--- src/rtl/ssv_pkg.sv ---
package ssv_pkg;

    localparam int VAL_W      = 32;
    localparam int ROOT_W     = 16;
    localparam int SEG_SIZE   = 32768;
    localparam int SEG_BITS   = 15;
    localparam int SQRT_MAX   = 65536;
    localparam int FLAG_BITS  = 16;
    localparam int MAX_SP     = 8192;
    localparam int SP_BITS    = 13;
    localparam int CNT_W      = SP_BITS + 1;
    localparam int CUR_W      = 18;
    localparam int SQRT_STEPS = 16;

    localparam logic [VAL_W-1:0] LIMIT_RESET = 32'd1000000000;

    typedef enum logic [1:0] {
        PH_IDLE,
        PH_LOAD,
        PH_SCAN,
        PH_DONE
    } t_phase;

    typedef enum logic [4:0] {
        ST_IDLE,
        ST_SQRT,
        ST_FILL,
        ST_SS_CHK,
        ST_SS_TST,
        ST_SS_MARK,
        ST_NEXT,
        ST_LD_BEGIN,
        ST_LD_MUL,
        ST_LD_TST,
        ST_LD_END,
        ST_LD_CLR,
        ST_LD_KCHK,
        ST_LD_KWAIT,
        ST_LD_MARK,
        ST_SC_RD,
        ST_SC_TST
    } t_state;

endpackage

--- src/rtl/ssv_isqrt.sv ---
module ssv_isqrt (
    input  logic                       i_clk,
    input  logic                       i_rst_n,
    input  logic                       i_start,
    input  logic [ssv_pkg::VAL_W-1:0]  i_x,
    output logic                       o_done,
    output logic [ssv_pkg::ROOT_W-1:0] o_root
);
    import ssv_pkg::*;

    // Digit-by-digit square root: two radicand bits per cycle.
    logic [VAL_W-1:0] r_op, n_op;
    logic [VAL_W-1:0] r_res, n_res;
    logic [VAL_W-1:0] r_one, n_one;
    logic [4:0]       r_cnt, n_cnt;
    logic             r_run, n_run;
    logic             r_done, n_done;
    logic [VAL_W:0]   sum;

    always_comb begin
        n_op   = r_op;
        n_res  = r_res;
        n_one  = r_one;
        n_cnt  = r_cnt;
        n_run  = r_run;
        n_done = 1'b0;
        sum    = {1'b0, r_res} + {1'b0, r_one};
        if (i_start) begin
            n_op  = i_x;
            n_res = '0;
            n_one = VAL_W'(1) << (VAL_W - 2);
            n_cnt = 5'(SQRT_STEPS);
            n_run = 1'b1;
        end else if (r_run) begin
            if ({1'b0, r_op} >= sum) begin
                n_op  = r_op - sum[VAL_W-1:0];
                n_res = (r_res >> 1) + r_one;
            end else begin
                n_res = r_res >> 1;
            end
            n_one = r_one >> 2;
            n_cnt = r_cnt - 5'd1;
            if (r_cnt == 5'd1) begin
                n_run  = 1'b0;
                n_done = 1'b1;
            end
        end
    end

    always_ff @(posedge i_clk) begin
        if (!i_rst_n) begin
            r_run  <= 1'b0;
            r_done <= 1'b0;
            r_cnt  <= '0;
        end else begin
            r_run  <= n_run;
            r_done <= n_done;
            r_cnt  <= n_cnt;
        end
        r_op  <= n_op;
        r_res <= n_res;
        r_one <= n_one;
    end

    assign o_done = r_done;
    assign o_root = r_res[ROOT_W-1:0];

endmodule

--- config.mk ---
export PLATFORM = sky130hd
export DESIGN_NAME = ssv_isqrt
export DESIGN_NICKNAME = d
export VERILOG_FILES = /design/src/rtl/ssv_pkg.sv /design/src/rtl/ssv_isqrt.sv
export SDC_FILE = /design/constraint.sdc
export NUM_CORES = 1
export LEC_CHECK = 0
export ABC_AREA = 0
export BUFFER_PORTS_ARGS = -buffer_cell sky130_fd_sc_hd__buf_4
export CORE_ASPECT_RATIO = 1.4
export CORE_UTILIZATION = 55
export CTS_CLUSTER_DIAMETER = 200
export CTS_CLUSTER_SIZE = 24
export DETAILED_ROUTE_END_ITERATION = 7
export HOLD_SLACK_MARGIN = 0.05
export PLACE_DENSITY = 0.82
export SLEW_MARGIN = 5
export SYNTH_ARGS = -nofsm -noshare
export SYNTH_HDL_FRONTEND = slang
export SYNTH_SLANG_ARGS = --single-unit
--- constraint.sdc ---
create_clock -name i_clk -period 8.4 [get_ports i_clk]
set_input_delay 1.26 -clock i_clk [delete_from_list [all_inputs] [get_ports i_clk]]
set_output_delay 1.26 -clock i_clk [all_outputs]
set_load 0.005 [all_outputs]
Word level (Yosys, flattened, before mapping). Index checks and enable logic that the tools add are counted.

Register bits after elaboration: 87. Latch bits: 0. Bits in writable memories: 0. Memory bits (read-only): 0. Bits of input ports: 35. Word-level logic and storage cells: 30. Memories: 0.

Add/subtract/negate cells: 4. $mul: 0. Div/mod/pow operators: 0. $lt $le $gt $ge: 1. Equality and inequality tests: 1. Shifts and indexed selects: 0. Muxes and demuxes: 10. Bitwise logic cells: 2. Reduce and logical (&&, ||, !) cells: 5.

Operators by type and width (number): $mux 32 (4); $add 32x31->33 (1); $ge 32x33->1 (1); $add 31x31->32 (1); $sub 32x32->32 (1); $mux 5 (2); $eq 5x1->1 const B (1); $sub 5x1->5 const B (1); $mux 1 (4); $reduce_bool 2->1 (2); $reduce_or 3->1 (1); $not 1->1 (2); $reduce_and 2->1 (1); $reduce_or 2->1 (1).

Logic depth before layout (Yosys ltp).
Word-level depth: 5. Depth in mapped cells: 20. Gate-level depth less buffers: 18.

Least setup slack after synthesis. Ideal clock, no wire load.

Path kind: register to register. Start: register r_res[2]. End: register r_op[0] (enable). Library setup time: 0.466 ns. Arrival time: 5.873 ns. Data required time: 7.934 ns. Path slack: 2.061 ns. Stages on the path, launching flop included: 20. Cell sequence: dfxtp_1 -> ha_1 -> a31oi_1 -> a211oi_1 -> nand3_1 -> a21oi_1 -> nor2_1 -> o21bai_1 -> a31oi_1 -> xor2_1 -> ha_1 -> o21ai_0 -> a311oi_1 -> o31ai_1 -> nand4b_1 -> o21a_1 -> o21ai_4 -> buf_6 -> buf_2 -> o21ai_0.

Cells in the longest elaborated chain, start to end: 4.

RTL lines: start, declared (RTL line ssv_isqrt.sv:13) `logic [VAL_W-1:0] r_res, n_res;`; start signal, assigned (RTL line ssv_isqrt.sv:61) `r_res <= n_res;`; $add 32x31->33 (RTL line ssv_isqrt.sv:27) `sum = {1'b0, r_res} + {1'b0, r_one};`; $ge 32x33->1 (RTL line ssv_isqrt.sv:35) `if ({1'b0, r_op} >= sum) begin`; $reduce_bool 2->1 (no source line); $reduce_and 2->1 (no source line); end signal, assigned (RTL line ssv_isqrt.sv:60) `r_op <= n_op;`; end, declared (RTL line ssv_isqrt.sv:12) `logic [VAL_W-1:0] r_op, n_op;`.

No other way between the ends. A chain may end at the register's enable or synchronous reset.

Final worst setup path.
Start: register r_res[2]. End: register r_op[16] (enable).

Same word-level chain as after synthesis.

==> out/qor.log <==
qor: global_route.grt_antenna_before_repair 0
qor: floorplan.ioPinCount 52
qor: floorplan.core-area 13,000 um2
qor: critical_path.critPathMaxFanout 60
qor: timing.relative_slew_margins 43.5%
qor: timing.timing.setup.tns 0 ps
qor: logic_synthesis.syn-mean-instance-area 8.27 um2
qor: drt.detailroute.via_count 6,715
qor: timing.timing.clock.skew 9.22 ps
qor: run.drv_cap 0
qor: logic_synthesis.synth_enable_flop_cells 32
qor: global_route.via_count_of_the_first_global_routing_pass 6,224
qor: timing.grt_setup_unrepaired false
qor: drt.drt_pass1_iterations 8
qor: clocking.clock_tree.root_cell clkbuf_16
qor: place.placed_cells 1,072
qor: logic_synthesis.synth_top_area_cell dfxtp_1
qor: layout.layout-area-overhead-vs-synth 8.38%
qor: drt.post_drt_via_cell_ratio 6.17
qor: global_route.gr-usage-all-layers 26.0%
qor: layout.finalNonFillerCells 1,088
qor: power_and_ir_drop.vdd.ir_drop.worst 0.193 mV
qor: layout.most-common-layout-cells nor2_1, nand2_1, o21ai_0
qor: timing.max_clock_freq 192 MHz
qor: logic_synthesis.synthesis.yosys.warnings 0
qor: drt.postRouteWirelength 17,600 um
qor: critical_path.criticalPathCategory flip-flop to flip-flop
qor: outcome.violations DRC
qor: clocking.htree_num_levels 3
qor: logic_synthesis.yosys.area.top_type_share 14.8%
qor: critical_path.timing.critical_path.required 8400 ps
qor: clocking.insertion_delay 350 ps
qor: timing.drv_slew 0
qor: place.hpwlAfterDp 12,700 um
qor: critical_path.arrival_time_of_data_at_the_critical_path_endpoint 5220 ps
qor: logic_synthesis.synth-main-ff-cell dfxtp_1
qor: clocking.clk_pin_slew 80 ps
qor: floorplan.fp.dieW 100 um
qor: layout.most_frequent_standard_cell_in_the_layout_excluding_fill_and_tap_cells nor2_1
qor: layout.multiInputGateArea 4970 um2
qor: logic_synthesis.postSynth.asyncResetShare 0%
qor: logic_synthesis.biggest_area_contributors_in_the_synthesized_netlist dfxtp_1, edfxtp_1, ha_1
qor: drt.drt-wirelength-per-cell 16.2 um
qor: outcome.status finished with violations
qor: global_route.globalRoute.totalOverflow 0
qor: layout.final_layout_size_suffix_gt1_share 10.8%
qor: global_route.grt_pass1_wl 29,400 um
qor: critical_path.critical_path.startpoint_type flip-flop
qor: floorplan.die_height 140 um
qor: critical_path.worstSetupEndpointType flip-flop
qor: drt.remaining_drc_errors 9
qor: timing.finalWorstPathRequiredPeriod 5220 ps
qor: layout.antenna_cells 0
qor: logic_synthesis.post_synth_num_cell_types 71
qor: clocking.post_cts_resized 0
qor: drt.final_antenna_net_count 0
qor: place.io_buffers 51
qor: logic_synthesis.post_syn_instances 899
qor: logic_synthesis.synthesis.area 7430 um2
qor: drt.initialDrtViolationCount 369
qor: clocking.cts_tree done
qor: clocking.cts_buffer_depth 2
qor: power_and_ir_drop.power_per_cell_area 300 nW/um2
qor: layout.fillCellCount 1,130
qor: layout.final_nets 1,009
qor: power_and_ir_drop.p_leak 3.03 nW
qor: floorplan.floorplan.rows 49
qor: timing.setup_viol 0
qor: floorplan.dieArea 14,000 um2
qor: layout.area_of_all_sequential_standard_cells 2060 um2
qor: floorplan.initial_utilization 57.2%
qor: timing.final_hold_viol_count 0
qor: clocking.number_of_sinks_on_the_clock_net 87
qor: logic_synthesis.synth_fp_nets 1,003
qor: logic_synthesis.synth_seq_area_share 27.7%
qor: timing.timing_worst_slew_pin_value 848 ps
qor: logic_synthesis.yosys_register_bits 87
qor: clocking.ctsHoldBuffers 0
qor: global_route.grt_max_degree 76
qor: place.gpl.final_weighted_congestion 1.00
qor: clocking.tritoncts.num_buffers 9
qor: clocking.post_cts.repair.setup_buffers 0
qor: min_path.hp-class flip-flop to flip-flop
qor: timing.finalCritPeriodShare 62.2%
## cell usage after synthesis, types with 10 or more instances
library cell	instances
nor2_1	92
nand2_1	76
o21ai_0	72
ha_1	68
dfxtp_1	55
a21oi_1	49
xnor2_1	34
edfxtp_1	32
xor2_1	28
clkbuf_1	27
inv_1	22
mux2i_1	22
nand3_1	21
nand4_1	21
a31oi_1	19
a311oi_1	17
buf_4	17
nor3_1	16
or3_1	16
o31ai_1	13
a211oi_1	11
a21o_1	11
nor2b_1	11
o21a_1	11
o21bai_1	10
## state kept, by name (all words and copies together), names as in the netlist
| name | count |
|---|---|
| r_run | 1 |
| r_cnt | 5 |
| r_res | 32 |
| r_one | 16 |
| r_op | 32 |
| o_done | 1 |
## kinds of logic (layout without fill, tap and decap cells)
group / count (synthesis) / count (layout) / synth area share (%)
xor+xnor: 62 / 62 / 7.31
fa+ha+maj: 69 / 69 / 11.7
simple gates: 293 / 293 / 19.0
mux: 24 / 24 / 3.27
buf+inv: 83 / 94 / 5.40
compound gates: 281 / 281 / 25.6
flops: 87 / 87 / 27.7
## where the power goes
group	leakage [nW]	internal, mW	switching [mW]	total (mW)
logic	2.12	0.541	0.813	1.35
clock network	0.144	0.211	0.196	0.406
registers	0.770	0.570	0.0862	0.656
total	3.03	1.32	1.09	2.42
## critical path, cell delays in order, from the launching register on
cell,delay (ps)
dfxtp_1,370
ha_1,350
a31oi_1,150
a211oi_1,510
nand3_1,170
a21oi_1,290
nor2_1,100
o21bai_1,220
a31oi_1,130
xor2_1,170
ha_1,430
o21ai_0,190
a311oi_1,290
o31ai_1,110
nand4b_1,160
o21a_1,190
o21ai_4,70
buf_4,310
o21ai_2,180
buf_4,420
## through the flow
| step | utilization (%) | total power [mW] | hold WS, ps | setup slack [ps] | area, um2 |
|---|---|---|---|---|---|
| floorplan | - | 1.73 | 469 | 2060 | 7430 |
| global placement | 59.7 | 1.96 | 488 | 3400 | 7760 |
| detailed placement | 59.7 | 1.98 | 497 | 3260 | 7760 |
| CTS | 62.0 | 2.40 | 507 | 3220 | 8060 |
| global route | 62.0 | 2.59 | 536 | 2700 | 8060 |
| finish | 62.0 | 2.42 | 507 | 3180 | 8060 |
## layout make-up
| class | instances | area share, % |
|---|---|---|
| inverter | 23 | 1.07 |
| clock buffer | 9 | 2.80 |
| clock inverter | 7 | 0.901 |
| timing repair buffer | 55 | 5.13 |
| sequential | 87 | 25.6 |
| tap | 178 | 2.76 |
| multi-input combinational | 729 | 61.7 |
## worst paths after layout
| kind | start | end | slack (ps) | cells past startpoint |
|---|---|---|---|---|
| max | r_res[2] | r_op[16] | 3180 | 19 |
| min | r_cnt[1] | r_cnt[1] | 510 | 2 |
| max reg2reg | r_res[2] | r_op[16] | 3180 | 19 |
| min reg2reg | r_cnt[1] | r_cnt[1] | 510 | 2 |
## metal layers
layer	up-vias	global-route usage (%)	part of all wire, %
li1	3379	-	-
met1	3115	33.8	45
met2	178	42.1	47
met3	43	3.21	4.0
met4	0	13.2	3.9
met5	-	0	0
(Power assumes the default switching activity.)
